`config.mk`:
```
export PLATFORM = sky130hd
export DESIGN_NAME = buddy_allocator_bitmap_tree
export DESIGN_NICKNAME = d
export VERILOG_FILES = /design/src/sv/bba_pkg.sv /design/src/sv/buddy_allocator_bitmap_tree.sv /design/src/sv/bba_ram.sv /design/src/sv/bba_word_unit.sv
export SDC_FILE = /design/constraint.sdc
export NUM_CORES = 2
export LEC_CHECK = 0
export BUFFER_PORTS_ARGS = -buffer_cell sky130_fd_sc_hd__buf_2
export CORE_MARGIN = 4
export CORE_UTILIZATION = 45
export CTS_CLUSTER_DIAMETER = 30
export DETAILED_ROUTE_END_ITERATION = 10
export PLACE_DENSITY = 0.57
export SLEW_MARGIN = 20
export SYNTH_ARGS = -nofsm -noshare
export SYNTH_HDL_FRONTEND = slang
export SYNTH_SLANG_ARGS = --single-unit
```
`constraint.sdc`:
```
create_clock -name clk -period 13.5 [get_ports clk]
set_clock_uncertainty 0.15 [all_clocks]
set_input_delay 2.7 -clock clk [delete_from_list [all_inputs] [get_ports clk]]
set_output_delay 2.7 -clock clk [all_outputs]
set_load 0.1 [all_outputs]
```
`src/sv/bba_pkg.sv`:
```
// ----------------------------------------------------------------------------
// bba_pkg
// Shared constants, codes and types of the bitmap-tree buddy allocator.
// ----------------------------------------------------------------------------
package bba_pkg;

  localparam int POOL_LOG2      = 11;
  localparam int MIN_BLOCK_LOG2 = 2;
  localparam int HEADER_BYTES   = 8;

  localparam int DEEPEST    = POOL_LOG2 - MIN_BLOCK_LOG2;
  localparam int POOL_BYTES = 1 << POOL_LOG2;

  // tree nodes use 1-based heap numbering: level L spans [2^L, 2^(L+1))
  localparam int NODE_W     = DEEPEST + 1;
  localparam int BIT_W      = 5;
  localparam int WORD_BITS  = 1 << BIT_W;
  localparam int WORD_AW    = NODE_W - BIT_W;
  localparam int TREE_WORDS = 1 << WORD_AW;

  localparam int LVL_W   = $clog2(POOL_LOG2 + 1);
  localparam int OFF_W   = POOL_LOG2;
  localparam int SLOT_AW = DEEPEST;
  localparam int SLOTS   = 1 << SLOT_AW;
  localparam int REQ_W   = 12;
  localparam int TOT_W   = REQ_W + 1;
  localparam int ST_W    = 2;

  localparam logic [ST_W-1:0] ST_OK        = 2'd0;
  localparam logic [ST_W-1:0] ST_TOO_LARGE = 2'd1;
  localparam logic [ST_W-1:0] ST_NO_FREE   = 2'd2;

  localparam logic ACT_ALLOC = 1'b0;
  localparam logic ACT_FREE  = 1'b1;

  typedef struct packed {
    logic [NODE_W-1:0] lo;
    logic [NODE_W-1:0] hi;
  } node_range_t;

  typedef struct packed {
    logic [WORD_BITS-1:0] mask;
    logic                 found;
    logic [BIT_W-1:0]     idx;
  } word_res_t;

endpackage

```
`src/sv/buddy_allocator_bitmap_tree.sv`:
```
// ----------------------------------------------------------------------------
// buddy_allocator_bitmap_tree
// Binary buddy allocator over a 2 KiB pool, node bitmap kept in a RAM.
// ----------------------------------------------------------------------------
// After reset the block clears its 32-word node bitmap, and only then takes
// its first item. One item is handled at a time; every bitmap word it touches
// goes through the single 32-bit read-modify-write path, and that path sets
// the rate. An allocate of a level-L block reads up to
// max(1, 2^(L-5)) words of level L, rewrites the words under the block at each
// deeper level and one word per ancestor; a free adds a level lookup and one
// word read. A finished result waits in S_DONE while the previous result is
// still held by out_stall. A new item is taken while the previous result
// still waits in the output register.
module buddy_allocator_bitmap_tree (
  input  logic                        clk,
  input  logic                        rst_n,
  input  logic                        in_valid,
  output logic                        in_stall,
  input  logic                        in_action,
  input  logic [bba_pkg::REQ_W-1:0]   in_req_size,
  input  logic [bba_pkg::OFF_W-1:0]   in_address,
  output logic                        out_valid,
  input  logic                        out_stall,
  output logic [bba_pkg::ST_W-1:0]    out_status,
  output logic [bba_pkg::OFF_W-1:0]   out_result_address
);

  localparam int NW  = bba_pkg::NODE_W;
  localparam int BW  = bba_pkg::BIT_W;
  localparam int WB  = bba_pkg::WORD_BITS;
  localparam int WA  = bba_pkg::WORD_AW;
  localparam int LW  = bba_pkg::LVL_W;
  localparam int OW  = bba_pkg::OFF_W;
  localparam int TW  = bba_pkg::TOT_W;
  localparam int SW  = bba_pkg::ST_W;
  localparam int XW  = OW + NW;

  localparam logic [3:0] S_CLR      = 4'd0;
  localparam logic [3:0] S_IDLE     = 4'd1;
  localparam logic [3:0] S_LVL      = 4'd2;
  localparam logic [3:0] S_SCAN_RD  = 4'd3;
  localparam logic [3:0] S_SCAN_CHK = 4'd4;
  localparam logic [3:0] S_MARK_RD  = 4'd5;
  localparam logic [3:0] S_MARK_WR  = 4'd6;
  localparam logic [3:0] S_SIB_RD   = 4'd7;
  localparam logic [3:0] S_SIB_CHK  = 4'd8;
  localparam logic [3:0] S_ANC_RD   = 4'd9;
  localparam logic [3:0] S_ANC_WR   = 4'd10;
  localparam logic [3:0] S_DONE     = 4'd11;

  logic [3:0]    state_r, state_nxt;
  logic [WA-1:0] clr_r, clr_nxt;
  logic          act_r, act_nxt;
  logic [LW-1:0] lvl_r, lvl_nxt;
  logic [LW-1:0] d_r, d_nxt;
  logic [NW-1:0] h_r, h_nxt;
  logic [NW-1:0] lo_r, lo_nxt;
  logic [NW-1:0] hi_r, hi_nxt;
  logic [WA-1:0] w_r, w_nxt;
  logic          anc_r, anc_nxt;
  logic          cur_val_r, cur_val_nxt;
  logic          sib_r, sib_nxt;
  logic [SW-1:0] status_r, status_nxt;
  logic [OW-1:0] res_r, res_nxt;
  logic [OW-1:0] off_r, off_nxt;
  logic          out_valid_r, out_valid_nxt;
  logic [SW-1:0] out_status_r, out_status_nxt;
  logic [OW-1:0] out_addr_r, out_addr_nxt;

  logic                 accept;
  logic [TW-1:0]        total_c;
  logic [LW-1:0]        alloc_lvl_c;
  logic [NW-1:0]        lvl_lo_c;
  logic [OW-1:0]        free_off_c;
  logic [LW-1:0]        lvl_rdata;
  logic [LW-1:0]        lvl_clip;
  logic [LW-1:0]        free_sh;
  logic [NW-1:0]        free_node_c;
  logic [NW-1:0]        found_node;
  logic [LW-1:0]        alloc_sh;
  logic [XW-1:0]        alloc_wide;
  logic [OW-1:0]        alloc_off_c;
  logic [NW-1:0]        lo_sh, hi_sh, par;
  logic [BW-1:0]        pb;
  logic                 anc_clr;

  logic                 tree_we;
  logic [WA-1:0]        tree_waddr;
  logic [WB-1:0]        tree_wdata;
  logic [WB-1:0]        tree_rdata;
  logic                 lvl_we;

  bba_pkg::node_range_t rng;
  bba_pkg::word_res_t   wres;

  assign in_stall           = (state_r != S_IDLE);
  assign accept             = in_valid && !in_stall;
  assign out_valid          = out_valid_r;
  assign out_status         = out_status_r;
  assign out_result_address = out_addr_r;

  assign rng.lo = lo_r;
  assign rng.hi = hi_r;

  bba_word_unit u_word (
    .word_addr (w_r),
    .word_data (tree_rdata),
    .rng       (rng),
    .res       (wres)
  );

  bba_ram #(
    .WIDTH (bba_pkg::WORD_BITS),
    .DEPTH (bba_pkg::TREE_WORDS)
  ) u_tree_ram (
    .clk   (clk),
    .we    (tree_we),
    .waddr (tree_waddr),
    .wdata (tree_wdata),
    .raddr (w_r),
    .rdata (tree_rdata)
  );

  assign lvl_we = (state_r == S_DONE) && (act_r == bba_pkg::ACT_ALLOC) &&
                  (status_r == bba_pkg::ST_OK);

  bba_ram #(
    .WIDTH (bba_pkg::LVL_W),
    .DEPTH (bba_pkg::SLOTS)
  ) u_lvl_ram (
    .clk   (clk),
    .we    (lvl_we),
    .waddr (off_r[OW-1:bba_pkg::MIN_BLOCK_LOG2]),
    .wdata (lvl_r),
    .raddr (free_off_c[OW-1:bba_pkg::MIN_BLOCK_LOG2]),
    .rdata (lvl_rdata)
  );

  // request size to tree level: deepest level whose block still holds the sum
  always_comb begin
    total_c     = TW'(in_req_size) + TW'(bba_pkg::HEADER_BYTES);
    alloc_lvl_c = '0;
    for (int i = 0; i <= bba_pkg::DEEPEST; i++) begin
      if (total_c <= (TW'(1) << (bba_pkg::POOL_LOG2 - i))) begin
        alloc_lvl_c = LW'(i);
      end
    end
  end

  assign lvl_lo_c    = NW'(1) << alloc_lvl_c;
  assign free_off_c  = in_address - OW'(bba_pkg::HEADER_BYTES);
  assign lvl_clip    = (lvl_rdata > LW'(bba_pkg::DEEPEST)) ? LW'(bba_pkg::DEEPEST) : lvl_rdata;
  assign free_sh     = LW'(bba_pkg::POOL_LOG2) - lvl_clip;
  assign free_node_c = (NW'(1) << lvl_clip) + NW'(off_r >> free_sh);
  assign found_node  = {w_r, wres.idx};
  assign alloc_sh    = LW'(bba_pkg::POOL_LOG2) - lvl_r;
  assign alloc_wide  = XW'(found_node) << alloc_sh;
  assign alloc_off_c = alloc_wide[OW-1:0];
  assign lo_sh       = {lo_r[NW-2:0], 1'b0};
  assign hi_sh       = {hi_r[NW-2:0], 1'b1};
  assign par         = {1'b0, lo_r[NW-1:1]};
  assign pb          = par[BW-1:0];
  assign anc_clr     = !cur_val_r && !sib_r;

  always_comb begin
    state_nxt      = state_r;
    clr_nxt        = clr_r;
    act_nxt        = act_r;
    lvl_nxt        = lvl_r;
    d_nxt          = d_r;
    h_nxt          = h_r;
    lo_nxt         = lo_r;
    hi_nxt         = hi_r;
    w_nxt          = w_r;
    anc_nxt        = anc_r;
    cur_val_nxt    = cur_val_r;
    sib_nxt        = sib_r;
    status_nxt     = status_r;
    res_nxt        = res_r;
    off_nxt        = off_r;
    out_valid_nxt  = out_valid_r && out_stall;
    out_status_nxt = out_status_r;
    out_addr_nxt   = out_addr_r;
    tree_we        = 1'b0;
    tree_waddr     = w_r;
    tree_wdata     = tree_rdata;

    case (state_r)
      S_CLR: begin
        tree_we    = 1'b1;
        tree_waddr = clr_r;
        tree_wdata = '0;
        clr_nxt    = clr_r + WA'(1);
        if (clr_r == '1) begin
          state_nxt = S_IDLE;
        end
      end
      S_IDLE: begin
        if (accept) begin
          act_nxt    = in_action;
          status_nxt = bba_pkg::ST_OK;
          res_nxt    = '0;
          if (in_action == bba_pkg::ACT_FREE) begin
            off_nxt   = free_off_c;
            state_nxt = S_LVL;
          end else if (total_c > TW'(bba_pkg::POOL_BYTES)) begin
            status_nxt = bba_pkg::ST_TOO_LARGE;
            state_nxt  = S_DONE;
          end else begin
            lvl_nxt   = alloc_lvl_c;
            lo_nxt    = lvl_lo_c;
            hi_nxt    = lvl_lo_c | (lvl_lo_c - NW'(1));
            w_nxt     = lvl_lo_c[NW-1:BW];
            state_nxt = S_SCAN_RD;
          end
        end
      end
      S_LVL: begin
        lvl_nxt   = lvl_clip;
        d_nxt     = lvl_clip;
        h_nxt     = free_node_c;
        lo_nxt    = free_node_c;
        hi_nxt    = free_node_c;
        w_nxt     = free_node_c[NW-1:BW];
        anc_nxt   = 1'b0;
        state_nxt = S_MARK_RD;
      end
      S_SCAN_RD: begin
        state_nxt = S_SCAN_CHK;
      end
      S_SCAN_CHK: begin
        if (wres.found) begin
          h_nxt     = found_node;
          lo_nxt    = found_node;
          hi_nxt    = found_node;
          d_nxt     = lvl_r;
          anc_nxt   = 1'b0;
          off_nxt   = alloc_off_c;
          res_nxt   = alloc_off_c + OW'(bba_pkg::HEADER_BYTES);
          state_nxt = S_MARK_RD;
        end else if (w_r == hi_r[NW-1:BW]) begin
          status_nxt = bba_pkg::ST_NO_FREE;
          state_nxt  = S_DONE;
        end else begin
          w_nxt     = w_r + WA'(1);
          state_nxt = S_SCAN_RD;
        end
      end
      S_MARK_RD: begin
        state_nxt = S_MARK_WR;
      end
      S_MARK_WR: begin
        tree_we    = 1'b1;
        tree_wdata = (act_r == bba_pkg::ACT_FREE) ? (tree_rdata & ~wres.mask)
                                                  : (tree_rdata | wres.mask);
        state_nxt  = S_MARK_RD;
        if (w_r != hi_r[NW-1:BW]) begin
          w_nxt = w_r + WA'(1);
        end else if (!anc_r) begin
          if (d_r != LW'(bba_pkg::DEEPEST)) begin
            d_nxt  = d_r + LW'(1);
            lo_nxt = lo_sh;
            hi_nxt = hi_sh;
            w_nxt  = lo_sh[NW-1:BW];
          end else if (lvl_r == '0) begin
            state_nxt = S_DONE;
          end else if (act_r == bba_pkg::ACT_ALLOC) begin
            anc_nxt = 1'b1;
            d_nxt   = lvl_r - LW'(1);
            lo_nxt  = {1'b0, h_r[NW-1:1]};
            hi_nxt  = {1'b0, h_r[NW-1:1]};
            w_nxt   = h_r[NW-1:BW+1];
          end else begin
            lo_nxt    = h_r;
            w_nxt     = h_r[NW-1:BW];
            state_nxt = S_SIB_RD;
          end
        end else if (d_r == '0) begin
          state_nxt = S_DONE;
        end else begin
          d_nxt  = d_r - LW'(1);
          lo_nxt = par;
          hi_nxt = par;
          w_nxt  = par[NW-1:BW];
        end
      end
      S_SIB_RD: begin
        state_nxt = S_SIB_CHK;
      end
      S_SIB_CHK: begin
        sib_nxt     = tree_rdata[lo_r[BW-1:0] ^ BW'(1)];
        cur_val_nxt = 1'b0;
        w_nxt       = par[NW-1:BW];
        state_nxt   = S_ANC_RD;
      end
      S_ANC_RD: begin
        state_nxt = S_ANC_WR;
      end
      S_ANC_WR: begin
        // parent clears only when both children are free
        tree_we     = 1'b1;
        tree_wdata  = tree_rdata & ~(anc_clr ? (WB'(1) << pb) : '0);
        cur_val_nxt = anc_clr ? 1'b0 : tree_rdata[pb];
        sib_nxt     = tree_rdata[pb ^ BW'(1)];
        lo_nxt      = par;
        w_nxt       = par[NW-1:BW+1];
        state_nxt   = (par == NW'(1)) ? S_DONE : S_ANC_RD;
      end
      S_DONE: begin
        if (!out_valid_r || !out_stall) begin
          out_valid_nxt  = 1'b1;
          out_status_nxt = status_r;
          out_addr_nxt   = res_r;
          state_nxt      = S_IDLE;
        end
      end
      default: begin
        state_nxt = S_IDLE;
      end
    endcase
  end

  always_ff @(posedge clk) begin
    if (!rst_n) begin
      state_r     <= S_CLR;
      clr_r       <= '0;
      out_valid_r <= 1'b0;
    end else begin
      state_r     <= state_nxt;
      clr_r       <= clr_nxt;
      out_valid_r <= out_valid_nxt;
    end
    act_r        <= act_nxt;
    lvl_r        <= lvl_nxt;
    d_r          <= d_nxt;
    h_r          <= h_nxt;
    lo_r         <= lo_nxt;
    hi_r         <= hi_nxt;
    w_r          <= w_nxt;
    anc_r        <= anc_nxt;
    cur_val_r    <= cur_val_nxt;
    sib_r        <= sib_nxt;
    status_r     <= status_nxt;
    res_r        <= res_nxt;
    off_r        <= off_nxt;
    out_status_r <= out_status_nxt;
    out_addr_r   <= out_addr_nxt;
  end

endmodule

```
`src/sv/bba_ram.sv`:
```
// ----------------------------------------------------------------------------
// bba_ram
// Generic single-write, single-read RAM with registered read data.
// ----------------------------------------------------------------------------
module bba_ram #(
  parameter int WIDTH = 8,
  parameter int DEPTH = 256
) (
  input  logic                     clk,
  input  logic                     we,
  input  logic [$clog2(DEPTH)-1:0] waddr,
  input  logic [WIDTH-1:0]         wdata,
  input  logic [$clog2(DEPTH)-1:0] raddr,
  output logic [WIDTH-1:0]         rdata
);

  logic [WIDTH-1:0] mem_r [DEPTH];
  logic [WIDTH-1:0] rdata_r;

  always_ff @(posedge clk) begin
    if (we) begin
      mem_r[waddr] <= wdata;
    end
    rdata_r <= mem_r[raddr];
  end

  assign rdata = rdata_r;

endmodule

```
`src/sv/bba_word_unit.sv`:
```
// ----------------------------------------------------------------------------
// bba_word_unit
// Shared compare unit for one bitmap word: node-range mask and first free
// node inside the range.
// ----------------------------------------------------------------------------
module bba_word_unit (
  input  logic [bba_pkg::WORD_AW-1:0]   word_addr,
  input  logic [bba_pkg::WORD_BITS-1:0] word_data,
  input  bba_pkg::node_range_t          rng,
  output bba_pkg::word_res_t            res
);

  localparam int WB = bba_pkg::WORD_BITS;
  localparam int BW = bba_pkg::BIT_W;

  logic [WB-1:0] in_rng;

  always_comb begin
    in_rng    = '0;
    res.found = 1'b0;
    res.idx   = '0;
    for (int i = WB - 1; i >= 0; i--) begin
      in_rng[i] = ({word_addr, BW'(i)} >= rng.lo) && ({word_addr, BW'(i)} <= rng.hi);
      if (in_rng[i] && !word_data[i]) begin
        res.found = 1'b1;
        res.idx   = BW'(i);
      end
    end
    res.mask = in_rng;
  end

endmodule

```
* After elaboration in Yosys (flattened, before gate mapping)
Memory sizes are Yosys's and may differ from the RTL's. A register that Yosys moved wholly into a read port is not among the register bits.
Cells that the tools add are included.
** Word-level totals
- Flip-flop bits (word level) :: 94
- Bits in writable memories :: 3072
- Input bits :: 28
- Output and inout port bits :: 15
- Logic and storage cells :: 432
- Memories kept :: 2
** Memory list
- u_lvl_ram.mem_r :: words 512, bits a word 4, read ports 1, clocked after Yosys merged registers in 1, write ports 1, RTL line bba_ram.sv:17 : logic [WIDTH-1:0] mem_r [DEPTH];
- u_tree_ram.mem_r :: words 32, bits a word 32, read ports 1, clocked after Yosys merged registers in 1, write ports 1, RTL line bba_ram.sv:17
** Operators by class
- $add $sub $neg :: 12
- Magnitude comparators :: 78
- Eq/ne operators :: 33
- Shifts and indexed selects :: 5
- Mux-type cells :: 142
- Bitwise gates (word level) :: 9
- Reduce and logical (&&, ||, !) cells :: 133
** Operator list (count)
- $ge A10 B10 Y1 :: 32
- $le A10 B10 Y1 :: 32
- $mux W6 :: 32
- $mux W10 :: 18
- $mux W4 :: 29
- $pmux W32 S3 :: 1
- $logic_and A1 B1 Y1 :: 69
- $and A32 B32 Y32 :: 2
- $mux W32 :: 2
- $not A32 Y32 :: 2
- $mux W5 :: 12
- $mux W11 :: 5
- $pmux W10 S5 :: 1
- $pmux W4 S12 :: 1
- $pmux W11 S2 :: 2
- $pmux W10 S4 :: 1
- $logic_not A1 Y1 :: 37
- $or A32 B32 Y32 :: 1
- $shl A1 B5 Y32 const A :: 1
- $pmux W5 S6 :: 1
- $mux W1 :: 20
- $pmux W10 S2 :: 1
- $shl A1 B4 Y10 const A :: 2
- $lt A5 B6 Y1 const B :: 3
- 60 further kinds :: 105

* Longest topological paths before layout
- Depth after elaboration :: 39
- Gate-level depth with buffers :: 24

* By module
From an unflattened synthesis, not the netlist that was laid out.
** Unflattened totals
- Cell total of the unflattened synthesis :: 8129
- Area total of the unflattened synthesis :: 133729.5 µm²
** By module, submodules not included
- bba_ram (u_lvl_ram) :: instances 1, cells each 4403, area each 81604.5 µm², sequential area each 61579.1 µm²
- bba_ram (u_tree_ram) :: instances 1, cells each 2260, area each 40485.1 µm², sequential area each 31390.1 µm²
- buddy_allocator_bitmap_tree :: instances 1, cells each 1090, area each 9226.3 µm², sequential area each 2722.6 µm²
- bba_word_unit :: instances 1, cells each 376, area each 2413.6 µm², sequential area each 0.0 µm²

* Least setup slack after synthesis
Ideal clock, no wire load.
- Kind :: register to register
- Start :: register lvl_r[2]
- End :: register res_r[10], data pin
- Library setup time :: 0.147 ns
- Arrival time :: 9.705 ns
- Required time :: 13.203 ns
- Setup slack :: 3.498 ns
- Stages on the path, launching flop included :: 12
- Buffers on the path :: 1
- Clock period less this slack :: 10.002 ns
- Path through :: edfxtp_1 -> inv_1 -> ha_1 -> clkbuf_1 -> inv_1 -> nor2_1 -> nand3_1 -> o41ai_1 -> a31oi_1 -> or3_4 -> or4_1 -> a21oi_1
** On the way
- Word-level cells in the longest chain between the ends :: 5
** RTL lines
- start: declaration :: RTL line buddy_allocator_bitmap_tree.sv:54 : logic [LW-1:0] lvl_r, lvl_nxt;
- start signal: assignment :: RTL line buddy_allocator_bitmap_tree.sv:334 : lvl_r <= lvl_nxt;
- $sub A4 B4 Y4 :: RTL line buddy_allocator_bitmap_tree.sv:156 : assign alloc_sh = LW'(bba_pkg::POOL_LOG2) - lvl_r;
- $shl A10 B4 Y11 :: RTL line buddy_allocator_bitmap_tree.sv:157 : assign alloc_wide = XW'(found_node) << alloc_sh;
- $add A11 B4 Y11 :: RTL line buddy_allocator_bitmap_tree.sv:239 : res_nxt = alloc_off_c + OW'(bba_pkg::HEADER_BYTES);
- $mux W11 :: RTL line buddy_allocator_bitmap_tree.sv:232 : if (wres.found) begin
- $pmux W11 S2 :: RTL line buddy_allocator_bitmap_tree.sv:188 : case (state_r)
- end signal: assignment :: RTL line buddy_allocator_bitmap_tree.sv:344 : res_r <= res_nxt;
- end: declaration :: RTL line buddy_allocator_bitmap_tree.sv:64 : logic [OW-1:0] res_r, res_nxt;
No other way between the ends. The select of a mux whose other input is x is not followed.
A chain may end at the register's enable or synchronous reset.

* Worst setup path after layout
- Start :: input in_address[3] (netlist name)
- End :: register u_lvl_ram.rdata_r[2] (netlist: u_lvl_ram.rdata[2]) (read register of u_lvl_ram.mem_r)
** On the way
- Word-level cells in the longest chain between the ends :: 1
** RTL lines
- start: declaration :: RTL line buddy_allocator_bitmap_tree.sv:21 : input logic [bba_pkg::OFF_W-1:0] in_address,
- $sub A11 B4 Y11 :: RTL line buddy_allocator_bitmap_tree.sv:151 : assign free_off_c = in_address - OW'(bba_pkg::HEADER_BYTES);
- end: declaration :: RTL line bba_ram.sv:18 : logic [WIDTH-1:0] rdata_r;
No other way between the ends.

==> metrics.txt <==
Synth-to-Final Area Change 19.4%; Initial DRT Pass Iterations 7; clk root buf clkbuf_16; # DRC 0; via/cell ratio 5.98; core box area 289000 µm²; Slowest cell on crit path buf_4; Yosys cell types 100; hold crit path type reg -> reg; vias after detailed routing 67600; Sum Neg Setup Slack 0 ns; Starting Density 45.3%; Power Total 26.1 mW; Clock Tree Buf Depth 4; Antenna Nets Post-Route 0; Die H 547 µm; RSZ-0062 raised after global routing false; htree depth 6; Crit. End Element flip-flop; I/O pins 43; full die area 299000 µm²; most frequent cells in the layout edfxtp_1, mux4_2, nor2_1; routed len/inst 29.2 µm; number of I/O port buffers 40; NumNets Final 7012; clock sink count 3200; Tmin final 6.81 ns; Filler cells 22000; postcts setup bufs 0; Synth Instances 6614; Seq/Total Area, Yosys 73.2%; post-synthesis instance area 131000 µm²; design area 156000 µm²; initial antenna violation count 9; setup violators final 0; Setup CP Type in -> reg; Die X 547 µm; status finished, final reports clean; clock-pin slew on the worst setup and hold paths 0.05 ns; Final Slew Violations 0; CTS tree yes; CTS buffer count 574; peak supply drop 0.119 mV; Placed Area 136000 µm²; # resized after CTS 0; final hold vios 0; largest net degree at the start of global routing 204; cts hold-fix bufs 0; Total GRT Usage 21.9%; global-route wire length before repair 484 mm; routed wire length 330 mm; Worst Max-Slew Pin Slew 1.22 ns; Worst-Skew Late Latency 0.98 ns; final worst-path cycle share 50.5%; Remaining Overflow, GRT 0; drt initial violations 7698; Mapped Avg Cell Area 19.8 µm²; P per Cell Area 167 nW/µm²; Lkg Pwr 48.6 nW; crit-path cells buf_8 > buf_4 > buf_4 > mux4_2 > mux4_2 > mux2_2 > a21oi_1 > mux4_2 > o21ai_0; largest stage delay on the critical path 0.97 ns; commonest non-fill, non-tap cell in the layout edfxtp_1; number of global-route vias before repair 69500; ys async rst share 0%; CP arrival 7.51 ns; dpl hpwl 187 mm; Syn Nets 6679; crit-path most repeated cell mux4_2; Placer Congestion 0.928; slew margin rel. 17.7%; EDFF count, synth 3154; WP data required 14.20 ns; synthesized flop and latch total 3200; site row count 197; layout cells sized above 1 30.7%; YS warnings 0; startpoint types primary input; Max-Cap Viols 0; Synth Flop Type edfxtp_1; CP max FO 106; Peak Freq 0.147 GHz
[area by class of cell]
| type | instances | area (µm²) | area share [%] |
|---|---|---|---|
| Clock inverter | 411 | 5120 | 3.28 |
| Sequential cell | 3200 | 95600 | 61.3 |
| Clock buffer | 645 | 14800 | 9.48 |
| Multi-Input combinational cell | 2935 | 33900 | 21.7 |
| Antenna cell | 2 | 5.00 | 0.00321 |
| Tap cell | 3880 | 4850 | 3.11 |
| Timing Repair Buffer | 175 | 1490 | 0.954 |
| Inverter | 61 | 229 | 0.147 |
[cells by family after synthesis]
| kind of cell | share of synthesized area, % |
|---|---|
| AND/OR/NAND/NOR | 4.13 |
| buffers and inverters | 1.42 |
| multiplexers | 18.1 |
| XOR/XNOR | 0.228 |
| AO/OA/AOI/OAI | 2.64 |
| adder cells (fa/ha/maj) | 0.360 |
| flip-flops | 73.2 |
[stage by stage]
stage	std cells	utilization [%]	worst slack (ns)	hold slack, ns
after CTS	11300	54.0	6.64	0.267
after global placement	10200	47.1	5.55	0.261
after detailed placement	10300	47.1	5.57	0.256
after floorplan	6614	-	3.50	0.250
after global routing	11300	54.1	6.40	0.272
final	11300	54.1	6.69	0.264
[registers in the layout, indices dropped and copies added (netlist names), 2 cells and up]
register,flops
clr_r,5
d_r,4
h_r,10
hi_r,10
lo_r,10
lvl_r,4
off_r,9
out_result_address,11
out_status,2
res_r,11
state_r,4
status_r,2
u_lvl_ram.mem_r,2048
u_lvl_ram.rdata,4
u_tree_ram.mem_r,1024
u_tree_ram.rdata,32
w_r,5
[per-layer routing]
metal	GRT usage, %	vias up	part of all wire [%]
met2	33.0	2748	46
met1	32.9	36100	44
met5	0	-	0
met3	4.12	570	7.6
met4	5.75	0	2.4
li1	-	28200	-
[synth_stat cells, drive strengths merged (6+ instances only)]
master	count	share of area, %
a211o	7	0.047
a211oi	39	0.24
a21boi	10	0.057
a21o	9	0.052
a21oi	130	0.50
a221oi	11	0.087
a22o	17	0.11
a22oi	13	0.075
a31oi	14	0.067
and2	11	0.053
and3	14	0.067
buf	123	0.39
clkbuf	295	0.85
dfxtp	46	0.70
edfxtp	3154	72
ha	36	0.34
inv	58	0.17
mux2	55	0.48
mux2i	79	0.60
mux4	986	17
nand2	235	0.68
nand2b	25	0.12
nand3	58	0.22
nand3b	10	0.057
nand4	15	0.083
nor2	682	2.0
nor2b	34	0.16
nor3	61	0.25
nor3b	11	0.063
nor4	21	0.11
o211ai	29	0.17
o21a	14	0.080
o21ai	116	0.44
o21bai	7	0.040
o221ai	14	0.10
o22ai	15	0.072
o31ai	9	0.052
o32ai	7	0.047
or2	15	0.072
or3	9	0.047
or4	6	0.037
xnor2	20	0.13
xor2	14	0.094
[critical path, delay by kind of cell]
kind	cells	cell delay (ns)
buffers and inverters	3	2.47
AOI/OAI and AO/OA	2	0.66
muxes	4	1.60
[final timing paths]
check | startpoint | to | slack [ns] | depth (start not counted)
worst max-delay path | in_address[3] | u_lvl_ram.rdata[2]$_DFF_P_ | 6.69 | 9
worst min-delay path | res_r[4]$_SDFFCE_PN0P_ | out_result_address[4]$_DFFE_PP_ | 0.26 | 0
worst max register to register | w_r[1]$_DFFE_PP_ | res_r[10]$_SDFFCE_PN0P_ | 6.76 | 15
worst min register to register | res_r[4]$_SDFFCE_PN0P_ | out_result_address[4]$_DFFE_PP_ | 0.26 | 0
[power breakdown]
part	switching (mW)	internal [mW]	total, mW
clock	5.13	9.36	14.5
combinational	0.422	0.349	0.771
sequential	0.0286	10.8	10.9
total	5.59	20.5	26.1
Note: power is estimated with default switching activity, not from simulation.
